File: src/rtl/core/tqsb_pkg.sv
// package for the two-queue shared buffer block
// request, command and response types, function and status codes
// no dependencies
`timescale 1ns / 1ps

package tqsb_pkg;

   localparam int VALUE_W     = 32;
   localparam int MAX_RESULTS = 16;
   localparam int COUNT_W     = $clog2(MAX_RESULTS);
   localparam int CMD_DEPTH   = 2;
   localparam int RSP_DEPTH   = 2;

   localparam logic [1:0] FUNC_ADD  = 2'd0;
   localparam logic [1:0] FUNC_DEL  = 2'd1;
   localparam logic [1:0] FUNC_LIST = 2'd2;

   localparam logic [1:0] STAT_OK    = 2'd0;
   localparam logic [1:0] STAT_OVF   = 2'd1;
   localparam logic [1:0] STAT_UNDER = 2'd2;
   localparam logic [1:0] STAT_EMPTY = 2'd3;

   typedef enum logic [1:0] {
      OP_ADD,
      OP_DEL,
      OP_LIST
   } op_type;

   typedef struct packed {
      logic [1:0]                func;
      logic                      queue_sel;
      logic signed [VALUE_W-1:0] item_value;
   } req_type;

   typedef struct packed {
      op_type                    op;
      logic                      queue_sel;
      logic signed [VALUE_W-1:0] item_value;
   } cmd_type;

   typedef struct packed {
      logic signed [VALUE_W-1:0] value;
      logic [1:0]                status;
      logic                      which_queue;
      logic                      last;
   } rsp_type;

endpackage

File: src/rtl/core/two_queues_shared_buffer.sv
// top level of the two-queue shared buffer block
// depends on tqsb_pkg, tqsb_front, tqsb_back and tqsb_fifo
//
// Two queues share one store of CAPACITY words: queue one grows up from the
// bottom entry, queue two grows down from the top entry. A request selects a
// queue and asks to add a value, delete the head, or list the contents.
// Requests enter on req_push/req_full; unknown function codes are taken and
// dropped. Responses leave on rsp_empty/rsp_pop, oldest first; a list gives
// one response per element from head to tail (at most 16) with last set on
// the final one, every other known request gives exactly one response.
// An add, or any request on an empty queue, is answered straight from the
// command; a delete or a list element goes through the store's registered read.
// The back end's sequencer takes a new add every clock while the response
// queue has room; as the store has one registered read port, a delete or list
// holds it until its last response. A two-entry command queue and a two-entry
// response queue decouple the sides; a stalled receiver backs up into req_full.
// Reset empties both queues; store contents are undefined until written.
`timescale 1ns / 1ps

module two_queues_shared_buffer #(
   parameter int CAPACITY = 16
) (
   input  logic              clock,
   input  logic              reset,
   input  logic              req_push,
   input  tqsb_pkg::req_type req_data,
   output logic              req_full,
   input  logic              rsp_pop,
   output tqsb_pkg::rsp_type rsp_data,
   output logic              rsp_empty
);

   tqsb_pkg::cmd_type cmd_data;
   logic              cmd_empty;
   logic              cmd_pop;
   tqsb_pkg::rsp_type rsp_item;
   logic              rsp_push;
   logic              rsp_full;
   logic [$bits(tqsb_pkg::rsp_type)-1:0] rsp_vec;

   tqsb_front u_front (
      .clock     (clock),
      .reset     (reset),
      .req_push  (req_push),
      .req_data  (req_data),
      .req_full  (req_full),
      .cmd_pop   (cmd_pop),
      .cmd_data  (cmd_data),
      .cmd_empty (cmd_empty)
   );

   tqsb_back #(
      .CAPACITY (CAPACITY)
   ) u_back (
      .clock     (clock),
      .reset     (reset),
      .cmd_data  (cmd_data),
      .cmd_empty (cmd_empty),
      .cmd_pop   (cmd_pop),
      .rsp_item  (rsp_item),
      .rsp_push  (rsp_push),
      .rsp_full  (rsp_full)
   );

   tqsb_fifo #(
      .WIDTH ($bits(tqsb_pkg::rsp_type)),
      .DEPTH (tqsb_pkg::RSP_DEPTH)
   ) u_rsp_fifo (
      .clock    (clock),
      .reset    (reset),
      .push     (rsp_push),
      .data_in  (rsp_item),
      .full     (rsp_full),
      .pop      (rsp_pop),
      .data_out (rsp_vec),
      .empty    (rsp_empty)
   );

   assign rsp_data = tqsb_pkg::rsp_type'(rsp_vec);

endmodule

File: src/rtl/core/tqsb_fifo.sv
// small register queue used between the block's parts
// generic width and depth, no package dependency
`timescale 1ns / 1ps

module tqsb_fifo #(
   parameter int WIDTH = 8,
   parameter int DEPTH = 2
) (
   input  logic             clock,
   input  logic             reset,
   input  logic             push,
   input  logic [WIDTH-1:0] data_in,
   output logic             full,
   input  logic             pop,
   output logic [WIDTH-1:0] data_out,
   output logic             empty
);

   localparam int PTR_W = (DEPTH > 1) ? $clog2(DEPTH) : 1;
   localparam int CNT_W = $clog2(DEPTH + 1);

   logic [WIDTH-1:0] slot_ff [DEPTH];
   logic [PTR_W-1:0] wr_ptr_ff, wr_ptr_in;
   logic [PTR_W-1:0] rd_ptr_ff, rd_ptr_in;
   logic [CNT_W-1:0] count_ff, count_in;
   logic             do_push, do_pop;

   assign full     = (count_ff == CNT_W'(DEPTH));
   assign empty    = (count_ff == '0);
   assign do_push  = push && !full;
   assign do_pop   = pop && !empty;
   assign data_out = slot_ff[rd_ptr_ff];

   always_comb begin
      wr_ptr_in = wr_ptr_ff;
      rd_ptr_in = rd_ptr_ff;
      count_in  = count_ff;
      if (do_push) begin
         wr_ptr_in = (wr_ptr_ff == PTR_W'(DEPTH - 1)) ? '0 : wr_ptr_ff + PTR_W'(1);
      end
      if (do_pop) begin
         rd_ptr_in = (rd_ptr_ff == PTR_W'(DEPTH - 1)) ? '0 : rd_ptr_ff + PTR_W'(1);
      end
      if (do_push && !do_pop) begin
         count_in = count_ff + CNT_W'(1);
      end else if (do_pop && !do_push) begin
         count_in = count_ff - CNT_W'(1);
      end
   end

   always_ff @(posedge clock) begin
      if (reset) begin
         wr_ptr_ff <= '0;
         rd_ptr_ff <= '0;
         count_ff  <= '0;
      end else begin
         wr_ptr_ff <= wr_ptr_in;
         rd_ptr_ff <= rd_ptr_in;
         count_ff  <= count_in;
      end
   end

   always_ff @(posedge clock) begin
      if (do_push) begin
         slot_ff[wr_ptr_ff] <= data_in;
      end
   end

endmodule

File: src/rtl/core/tqsb_front.sv
// front end: accepts requests, decodes the function and queues commands
// depends on tqsb_pkg and tqsb_fifo
`timescale 1ns / 1ps

module tqsb_front (
   input  logic              clock,
   input  logic              reset,
   input  logic              req_push,
   input  tqsb_pkg::req_type req_data,
   output logic              req_full,
   input  logic              cmd_pop,
   output tqsb_pkg::cmd_type cmd_data,
   output logic              cmd_empty
);

   tqsb_pkg::cmd_type cmd_dec;
   logic              cmd_known;
   logic              cmd_full;
   logic [$bits(tqsb_pkg::cmd_type)-1:0] cmd_vec;

   always_comb begin
      cmd_dec.queue_sel  = req_data.queue_sel;
      cmd_dec.item_value = req_data.item_value;
      cmd_dec.op         = tqsb_pkg::OP_ADD;
      cmd_known          = 1'b1;
      case (req_data.func)
         tqsb_pkg::FUNC_ADD:  cmd_dec.op = tqsb_pkg::OP_ADD;
         tqsb_pkg::FUNC_DEL:  cmd_dec.op = tqsb_pkg::OP_DEL;
         tqsb_pkg::FUNC_LIST: cmd_dec.op = tqsb_pkg::OP_LIST;
         default:             cmd_known  = 1'b0;
      endcase
   end

   // unknown function codes are taken and dropped
   assign req_full = cmd_full;

   tqsb_fifo #(
      .WIDTH ($bits(tqsb_pkg::cmd_type)),
      .DEPTH (tqsb_pkg::CMD_DEPTH)
   ) u_cmd_fifo (
      .clock    (clock),
      .reset    (reset),
      .push     (req_push && cmd_known),
      .data_in  (cmd_dec),
      .full     (cmd_full),
      .pop      (cmd_pop),
      .data_out (cmd_vec),
      .empty    (cmd_empty)
   );

   assign cmd_data = tqsb_pkg::cmd_type'(cmd_vec);

endmodule

File: src/rtl/core/tqsb_back.sv
// back end: owns the shared store and both queue pointers, runs commands
// depends on tqsb_pkg
`timescale 1ns / 1ps

module tqsb_back #(
   parameter int CAPACITY = 16
) (
   input  logic              clock,
   input  logic              reset,
   input  tqsb_pkg::cmd_type cmd_data,
   input  logic              cmd_empty,
   output logic              cmd_pop,
   output tqsb_pkg::rsp_type rsp_item,
   output logic              rsp_push,
   input  logic              rsp_full
);

   localparam int PW = $clog2(CAPACITY + 1);
   localparam int IW = $clog2(CAPACITY);

   typedef enum logic [1:0] {
      S_IDLE,
      S_DEL,
      S_LIST
   } state_type;

   state_type state_ff, state_in;
   logic [PW-1:0] low_head_ff, low_head_in;
   logic [PW-1:0] low_tail_ff, low_tail_in;
   logic [PW-1:0] high_head_ff, high_head_in;
   logic [PW-1:0] high_tail_ff, high_tail_in;
   logic [PW-1:0] walk_ff, walk_in;
   logic [tqsb_pkg::COUNT_W-1:0] cnt_ff, cnt_in;
   logic          wq_ff, wq_in;

   logic signed [tqsb_pkg::VALUE_W-1:0] store_ff [CAPACITY];
   logic signed [tqsb_pkg::VALUE_W-1:0] rd_data_ff;
   logic          rd_en, wr_en;
   logic [IW-1:0] rd_addr, wr_addr;
   logic signed [tqsb_pkg::VALUE_W-1:0] wr_data;

   logic low_empty, high_empty, sel_empty, fin;
   logic [PW-1:0] walk_next;

   assign low_empty  = (low_tail_ff == '0) || (low_head_ff >= low_tail_ff);
   assign high_empty = (high_tail_ff >= PW'(CAPACITY)) || (high_head_ff >= PW'(CAPACITY))
                       || (high_head_ff < high_tail_ff);
   assign sel_empty  = cmd_data.queue_sel ? high_empty : low_empty;
   assign fin        = (wq_ff ? (walk_ff == high_tail_ff) : (walk_ff + PW'(1) == low_tail_ff))
                       || (cnt_ff == tqsb_pkg::COUNT_W'(tqsb_pkg::MAX_RESULTS - 1));
   assign walk_next  = wq_ff ? walk_ff - PW'(1) : walk_ff + PW'(1);

   always_comb begin
      state_in     = state_ff;
      low_head_in  = low_head_ff;
      low_tail_in  = low_tail_ff;
      high_head_in = high_head_ff;
      high_tail_in = high_tail_ff;
      walk_in      = walk_ff;
      cnt_in       = cnt_ff;
      wq_in        = wq_ff;
      cmd_pop      = 1'b0;
      rsp_push     = 1'b0;
      rsp_item     = '0;
      rd_en        = 1'b0;
      rd_addr      = '0;
      wr_en        = 1'b0;
      wr_addr      = '0;
      wr_data      = cmd_data.item_value;
      case (state_ff)
         S_IDLE: begin
            if (!cmd_empty && !rsp_full) begin
               cmd_pop              = 1'b1;
               rsp_item.which_queue = cmd_data.queue_sel;
               rsp_item.last        = 1'b1;
               case (cmd_data.op)
                  tqsb_pkg::OP_ADD: begin
                     rsp_push = 1'b1;
                     if (low_tail_ff >= high_tail_ff) begin
                        rsp_item.status = tqsb_pkg::STAT_OVF;
                     end else if (!cmd_data.queue_sel) begin
                        rsp_item.status = tqsb_pkg::STAT_OK;
                        wr_en           = 1'b1;
                        wr_addr         = low_tail_ff[IW-1:0];
                        low_tail_in     = low_tail_ff + PW'(1);
                        if (low_tail_ff == '0) begin
                           low_head_in = '0;
                        end
                     end else begin
                        rsp_item.status = tqsb_pkg::STAT_OK;
                        wr_en           = 1'b1;
                        wr_addr         = IW'(high_tail_ff - PW'(1));
                        high_tail_in    = high_tail_ff - PW'(1);
                        if (high_tail_ff == PW'(CAPACITY)) begin
                           high_head_in = PW'(CAPACITY - 1);
                        end
                     end
                  end
                  tqsb_pkg::OP_DEL: begin
                     if (sel_empty) begin
                        rsp_push        = 1'b1;
                        rsp_item.status = tqsb_pkg::STAT_UNDER;
                     end else begin
                        rd_en    = 1'b1;
                        wq_in    = cmd_data.queue_sel;
                        state_in = S_DEL;
                        if (!cmd_data.queue_sel) begin
                           rd_addr = low_head_ff[IW-1:0];
                           if (low_head_ff + PW'(1) == low_tail_ff) begin
                              low_head_in = '0;
                              low_tail_in = '0;
                           end else begin
                              low_head_in = low_head_ff + PW'(1);
                           end
                        end else begin
                           rd_addr = high_head_ff[IW-1:0];
                           if (high_head_ff == high_tail_ff) begin
                              high_head_in = PW'(CAPACITY);
                              high_tail_in = PW'(CAPACITY);
                           end else begin
                              high_head_in = high_head_ff - PW'(1);
                           end
                        end
                     end
                  end
                  tqsb_pkg::OP_LIST: begin
                     if (sel_empty) begin
                        rsp_push        = 1'b1;
                        rsp_item.status = tqsb_pkg::STAT_EMPTY;
                     end else begin
                        rd_en    = 1'b1;
                        wq_in    = cmd_data.queue_sel;
                        cnt_in   = '0;
                        state_in = S_LIST;
                        walk_in  = cmd_data.queue_sel ? high_head_ff : low_head_ff;
                        rd_addr  = cmd_data.queue_sel ? high_head_ff[IW-1:0]
                                                      : low_head_ff[IW-1:0];
                     end
                  end
                  default: begin
                  end
               endcase
            end
         end
         S_DEL: begin
            if (!rsp_full) begin
               rsp_push             = 1'b1;
               rsp_item.value       = rd_data_ff;
               rsp_item.status      = tqsb_pkg::STAT_OK;
               rsp_item.which_queue = wq_ff;
               rsp_item.last        = 1'b1;
               state_in             = S_IDLE;
            end
         end
         S_LIST: begin
            if (!rsp_full) begin
               rsp_push             = 1'b1;
               rsp_item.value       = rd_data_ff;
               rsp_item.status      = tqsb_pkg::STAT_OK;
               rsp_item.which_queue = wq_ff;
               rsp_item.last        = fin;
               if (fin) begin
                  state_in = S_IDLE;
               end else begin
                  walk_in = walk_next;
                  cnt_in  = cnt_ff + tqsb_pkg::COUNT_W'(1);
                  rd_en   = 1'b1;
                  rd_addr = walk_next[IW-1:0];
               end
            end
         end
         default: state_in = S_IDLE;
      endcase
   end

   always_ff @(posedge clock) begin
      if (reset) begin
         state_ff     <= S_IDLE;
         low_head_ff  <= '0;
         low_tail_ff  <= '0;
         high_head_ff <= PW'(CAPACITY);
         high_tail_ff <= PW'(CAPACITY);
         walk_ff      <= '0;
         cnt_ff       <= '0;
         wq_ff        <= 1'b0;
      end else begin
         state_ff     <= state_in;
         low_head_ff  <= low_head_in;
         low_tail_ff  <= low_tail_in;
         high_head_ff <= high_head_in;
         high_tail_ff <= high_tail_in;
         walk_ff      <= walk_in;
         cnt_ff       <= cnt_in;
         wq_ff        <= wq_in;
      end
   end

   // shared store, one write and one registered read port
   always_ff @(posedge clock) begin
      if (wr_en) begin
         store_ff[wr_addr] <= wr_data;
      end
      if (rd_en) begin
         rd_data_ff <= store_ff[rd_addr];
      end
   end

endmodule

File: config.mk
export PLATFORM = sky130hd
export DESIGN_NAME = two_queues_shared_buffer
export DESIGN_NICKNAME = d
export VERILOG_FILES = /design/src/rtl/core/tqsb_pkg.sv /design/src/rtl/core/two_queues_shared_buffer.sv /design/src/rtl/core/tqsb_fifo.sv /design/src/rtl/core/tqsb_front.sv /design/src/rtl/core/tqsb_back.sv
export SDC_FILE = /design/constraint.sdc
export NUM_CORES = 1
export LEC_CHECK = 0
export ABC_CLOCK_PERIOD_IN_PS = 15100
export BUFFER_PORTS_ARGS = -buffer_cell sky130_fd_sc_hd__buf_2
export CAP_MARGIN = 20
export CORE_ASPECT_RATIO = 2
export CORE_MARGIN = 3
export CORE_UTILIZATION = 51
export CTS_CLUSTER_DIAMETER = 120
export DETAILED_ROUTE_END_ITERATION = 7
export GPL_TIMING_DRIVEN = 0
export PLACE_DENSITY = 0.67
export SYNTH_ARGS = -nofsm -noshare
export SYNTH_HDL_FRONTEND = slang
export SYNTH_SLANG_ARGS = --single-unit
File: constraint.sdc
create_clock -name clock -period 15.1 [get_ports clock]
set_clock_uncertainty 0.15 [all_clocks]
set_input_delay 1.51 -clock clock [delete_from_list [all_inputs] [get_ports clock]]
set_output_delay 1.51 -clock clock [all_outputs]
set_load 0.05 [all_outputs]
==> metrics.yaml, run 1 <==
setup_path:
  critPathLaunchType: "flop"
  end_kind: "flop"
  crit_fanout: 10
  timing.rr.end: "u_back.rd_data_ff[30]$_DFFE_PP_"
  rrSetupSlack_ns: 9.97
  worstSetupPathType: "reg2reg"
  required_ns: 15.32
  rr_worst_depth: 12
  arrival_ns: 5.35
floorplan:
  start_util_pct: 51.80
  rows: 124
  die_h_um: 347.5
  fp.dieW_um: 176.7
  core_um2: 57410
  pin_count: 77
  die-area_um2: 61410
worst_hold_path:
  min_from: "u_back.high_head_ff[0]$_SDFFE_PP0P_"
  worstHoldEndpoint: "u_back.high_head_ff[0]$_SDFFE_PP0P_"
  hold_path_depth: 2
  hp-class: "reg2reg"
outcome:
  outcome: "finished clean"
cells_and_area:
  insertedDiodeCount: 0
  final_util_pct: 59.03
  fill_cells: 4445
  drive_above_1_share_pct: 16.89
  syn2layout_area_growth_pct: 13.96
  nets: 2367
route:
  drtIter0Drc: 1606
  via_per_inst: 5.897
  dr.pass1.iters: 6
  wl_um: 76620
  vias: 18280
  drc: 0
  wl_per_cell_um: 24.72
  drtAntennaViolNets: 0
sta:
  setup_violations: 0
  min_period_ns: 5.126
  max_freq_mhz: 195.1
  worstMarginPinSlew_ns: 1.028
  max-slew-margin-rel_pct: 30.77
  finalSetupTns_ns: 0
  whs_ns: 0.3522
  fin_crit_sh_pct: 33.95
  slew_violations: 0
  hold_violations: 0
  setup_ws_ns: 9.974
  rsz0062_at_grt: "false"
clocking:
  clk_latency_ns: 0.63
  clock_path_buffers: 3
  cts_buffers: 61
  clk_pin_slew_worst_paths_ns: 0.07
  ctsRootBufferMaster: "clkbuf_16"
  cts_setup_buffers: 0
  cts_tree: "yes"
  hold_buffers: 0
  h-tree-depth: 2
  cts_resized: 0
  cts.sinks: 728
synth:
  postSynthCellCount: 2127
  yosysSeqAreaShare_pct: 72.10
  yosys.area.top_type_share_pct: 69.28
  syn_area_um2: 29740
  synthArstFlopShare_pct: 0
  syn_avg_cell_area_um2: 13.98
  synth_area_leaders: "edfxtp_1 (69%), nand2_1 (4.5%), a21oi_1 (2.9%)"
  synth_flop_cell: "edfxtp_1"
  ys_types: 68
  synthesis.nets: 2201
  synth_top_cell_by_area: "edfxtp_1"
  synth-seq-cells: 728
  ys_warn_count: 0
  synth-edff-count: 686
placed_design:
  pre_cts_slack_ns: 10.07
  dp_hpwl_um: 53730
  place_congestion: 0.9166
  portBuffers: 76
power:
  p_leak_uw: 0.01140
  vdd_drop_max_uv: 93.28
  powerDensity_nw_per_um2: 164.0
global_routing:
  grt_max_degree: 27
  grt_pass1_vias: 18680
  grt.total_usage_pct: 24.62
  grt_pass1_wl_um: 113100
  antenna_found_initial: 0
  globalRouteOverflowTotal: 0
run:
  cap_violations: 0
worst max path at each step:
stage	start	to
final	flop	u_back.rd_data_ff[30]$_DFFE_PP_
after global routing	flop	u_back.rd_data_ff[16]$_DFFE_PP_
after floorplan	u_back.low_tail_ff[0]$_SDFFE_PP0P_	u_back.store_ff[0][0]$_DFFE_PP_
after detailed placement	flop	u_back.store_ff[0][15]$_DFFE_PP_
after global placement	flop	u_back.store_ff[0][15]$_DFFE_PP_
after CTS	flop	u_back.store_ff[0][12]$_DFFE_PP_
metrics by stage:
step / total power [uW] / cell area, um2 / instances
finish: 5558 / 33890 / 3100
floorplan: 3477 / 29740 / 2127
global placement: 3835 / 31060 / 2959
global route: 5758 / 33890 / 3100
CTS: 5583 / 33870 / 3097
detailed placement: 3905 / 31720 / 2983
power breakdown:
group / internal (uW) / switching [uW]
clock: 973 / 718
combinational: 365 / 922
sequential: 2530 / 53.5
total: 3860 / 1690
cells by family (layout without fill, tap and decap cells):
family,after synthesis,after routing,synth area share [%]
flip-flops,728,728,72.10
AND/OR/NAND/NOR,690,690,10.88
XOR/XNOR,33,33,0.9720
multiplexers,141,141,5.041
AO/OA/AOI/OAI,344,344,7.107
adder cells (fa/ha/maj),35,35,1.473
buffers and inverters,156,373,2.428
metal layers:
metal  vias to the layer above  share of wire, %  GRT usage [%]
li1                       8257                 -              -
met1                      9065                35          26.66
met2                       714                54          45.96
met3                       244               5.2          3.067
met4                         0               6.1          13.53
met5                         -                 0              0
synth_stat cells, types with 3 or more instances:
cell      number
a21oi_1      173
nor2_1        64
a31oi_1        7
o21a_1         4
nor2b_1        7
edfxtp_1     686
o21ai_2        3
o21ai_0       22
dfxtp_1       42
buf_1          4
ha_1          35
xnor2_1       18
nor4_1         3
nand2b_1      11
clkbuf_1      55
nor3_2        30
buf_4          6
a221oi_1       5
o22ai_1       30
buf_6          3
nor3_1        11
mux2i_1       71
nand2_1      353
nand3_1      139
a21o_1         6
a22oi_1       65
and2_1         4
inv_1         29
a211oi_1       4
buf_2         55
or3_1         15
mux2_2        70
and3_1        37
clkbuf_4       3
xor2_1        15
sequential cells by signal (all words and copies together), names as in the netlist, 2 cells and up, named ones only:
register	cells
u_back.store_ff	512
u_rsp_fifo.slot_ff	72
u_front.u_cmd_fifo.slot_ff	70
u_back.rd_data_ff	32
u_back.high_head_ff	5
u_back.high_tail_ff	5
u_back.low_head_ff	5
u_back.low_tail_ff	5
u_back.walk_ff	5
u_back.cnt_ff	4
u_back.state_ff	2
u_front.u_cmd_fifo.count_ff	2
u_rsp_fifo.count_ff	2
final cells by class:
class	instances	area, um2	area share [%]
Timing Repair Buffer	103	902.1	2.662
Clock buffer	69	1578	4.656
Tap cell	756	945.9	2.791
Buffer	127	613.1	1.809
Clock inverter	45	573.1	1.691
Inverter	29	108.9	0.3212
Multi-Input combinational cell	1243	7726	22.80
Sequential cell	728	21440	63.27
critical path: stages, from the launching register on:
cell and delay, ns:
dfxtp_1 0.30, buf_2 0.44, buf_1 0.55, mux2i_1 0.76, ha_1 0.42, nand3_1 0.11
a21oi_1 0.05, nor2_1 0.67, buf_2 0.42, buf_2 0.39, nand3_1 0.13, a21oi_1 0.33
nor3_2 0.10
cell usage in the layout (no fill, tap or decap), types with 31 or more instances in the layout:
master / netlist / layout
clkbuf_1: 55 / 62
mux2i_1: 71 / 71
a21oi_1: 173 / 173
nor3_2: 30 / 31
clkbuf_16: 0 / 62
mux2_2: 70 / 70
a22oi_1: 65 / 65
ha_1: 35 / 35
and3_1: 37 / 37
nand2_1: 353 / 353
nand3_1: 139 / 139
edfxtp_1: 686 / 686
dfxtp_1: 42 / 42
nor2_1: 64 / 47
buf_2: 55 / 135
(Power assumes the default switching activity.)
==> run 2: changes to the inputs <==
- ABC_CLOCK_PERIOD_IN_PS: 15100 -> 4600
- PLACE_DENSITY: 0.67 -> 0.7
- clock period: 15.1 -> 4.6 ns (I/O delays scaled with it)
==> run 2 against run 1 <==
  * Critical path depth rose by 1
  * Utilization up 0.45 points
  * Register-to-register slack got worse by 9.8 ns
  * Via count up 0.99%
  * Worst hold slack worse by 0.24 ns
  * First-iteration DRC count fell by 0.19%
  * Routed wire length decreased by 0.77%
  * Die area did not move
  * Total power grew to 3.2 times the previous value
  * Critical endpoint is now u_back.rd_data_ff[15]$_DFFE_PP_
  * Largest power group unchanged
  * Highest routed layer unchanged
==> metrics.yaml, run 2 (synthesized netlist as in run 1, its figures left out) <==
setup_path:
  crit_fanout: 10
  worstSetupPathType: "reg2reg"
  required_ns: 4.81
  critPathLaunchType: "flop"
  arrival_ns: 4.67
  end_kind: "flop"
floorplan:
  rows: 124
  die_h_um: 347.5
  start_util_pct: 51.80
  fp.dieW_um: 176.7
  pin_count: 77
  core_um2: 57410
  die-area_um2: 61410
placed_design:
  dp_hpwl_um: 53640
  place_congestion: 0.9026
  postPlaceCellArea_um2: 31770
  portBuffers: 76
route:
  drc: 0
  dr.pass1.iters: 5
  wl_per_cell_um: 24.28
  vias: 18460
  drtIter0Drc: 1603
  wl_um: 76030
  via_per_inst: 5.896
  drtAntennaViolNets: 0
cells_and_area:
  final_common_cell: "edfxtp_1"
  syn2layout_area_growth_pct: 14.83
  largest-register: "u_back.store_ff"
  final_cell_mix: "edfxtp_1 (686), nand2_1 (353), a21oi_1 (172), nand3_1 (139), buf_2 (133)"
  nets: 2400
  fill_cells: 4342
  multi_input_area_um2: 7754
  final_util_pct: 59.48
  final_cell_area_um2: 34150
  largestRegisters: "u_back.store_ff: 512 flops, u_rsp_fifo.slot_ff: 72 flops, u_front.u_cmd_fifo.slot_ff: 70 flops"
  insertedDiodeCount: 0
  drive_above_1_share_pct: 17.05
  largest_reg_flops: 512
  seq_area_um2: 21440
run:
  cap_violations: 0
sta:
  finalSetupTns_ns: 0
  setup_violations: 0
  rsz0062_at_grt: "false"
  fin_crit_sh_pct: 97.03
  max-slew-margin-rel_pct: 36.01
  max_freq_mhz: 224.0
  min_period_ns: 4.464
  slew_violations: 0
  worstMarginPinSlew_ns: 0.9533
  hold_violations: 0
clocking:
  h-tree-depth: 2
  cts_setup_buffers: 0
  cts.sinks: 728
  clk_pin_slew_worst_paths_ns: 0.07
  ctsRootBufferMaster: "clkbuf_16"
  cts_buffers: 59
  clk_latency_ns: 0.63
  clock_path_buffers: 3
  cts_tree: "yes"
global_routing:
  grt.total_usage_pct: 24.48
  grt_pass1_vias: 19070
  antenna_found_initial: 2
  globalRouteOverflowTotal: 0
  grt_max_degree: 28
  grt_pass1_wl_um: 112800
power:
  powerDensity_nw_per_um2: 524.0
  vdd_drop_max_uv: 292.6
  p_leak_uw: 0.01149
outcome:
  outcome: "finished clean"
worst_hold_path:
  hp-class: "in2reg"
## run 2: cell count changes in the layout (fill, tap and decap cells not counted), moves of 4 or more
cell,before,now
bufinv_16,13,5
clkinv_4,0,5
dlygate4sd3_1,0,36
clkinv_1,15,11
clkbuf_1,62,56
clkbuf_2,0,5
clkinv_2,10,6
clkbuf_4,3,8
## run 2: final cells by class
type | count | share of cell area (%)
clock inverter | 38 | 1.085
buffer | 126 | 1.810
tap | 756 | 2.770
multi-input combinational | 1243 | 22.71
sequential | 728 | 62.79
clock buffer | 72 | 4.716
timing repair buffer | 139 | 3.803
inverter | 29 | 0.3188
## run 2: report_power, final
| part | switching (uW) | internal, uW | leakage (uW) |
|---|---|---|---|
| combinational | 3040 | 1240 | 0.00398 |
| clock | 2350 | 2800 | 0.000947 |
| sequential | 176 | 8290 | 0.00656 |
| total | 5570 | 12300 | 0.0115 |
## run 2: timing repair
action                     CTS  global route
hold endpoints to repair    71             0
hold buffers                36             0
setup endpoints to repair  249            12
resized for setup            6             7
## run 2: metrics by stage
stage / worst slack (ns) / power [uW] / hold slack [ns] / cells
CTS: 0.1155 / 17980 / 0.09879 / 3129
finish: 0.1365 / 17890 / 0.1123 / 3131
detailed placement: -0.3356 / 12850 / 0.3425 / 2984
global route: 0.003810 / 18580 / 0.1384 / 3131
floorplan: 0.3093 / 11410 / 0.3096 / 2127
global placement: -2.105 / 12590 / 0.3211 / 2959
## run 2: worst paths after layout
kind                            slack, ns  depth (start not counted)                           start                           endpoint
worst max-delay path                 0.14                         13  u_back.walk_ff[0]$_SDFFE_PP0P_    u_back.rd_data_ff[15]$_DFFE_PP_
worst min-delay path                 0.11                          4                         rsp_pop  u_rsp_fifo.rd_ptr_ff$_SDFFE_PP0P_
worst max register to register       0.14                         13  u_back.walk_ff[0]$_SDFFE_PP0P_    u_back.rd_data_ff[15]$_DFFE_PP_
worst min register to register       0.36                          2   u_back.cnt_ff[3]$_SDFFE_PP0P_      u_back.cnt_ff[3]$_SDFFE_PP0P_
## run 2: layer usage
layer	wire (um)	global-route usage [%]
met5	0	0
met4	4786	13.05
met3	4651	3.307
met2	41400	46.34
met1	25190	25.89
## run 2: worst max-delay path, cell delays in order, from the launching register on
cell      delay [ns]
dfxtp_1         0.33
buf_2           0.21
inv_1           0.10
ha_1            0.34
xor2_1          0.15
or3_1           0.39
nor4_4          0.46
or3_1           0.25
a21boi_2        0.48
buf_6           0.25
nand2_1         0.21
clkbuf_1        0.40
a21oi_1         0.33
nor3_2          0.13
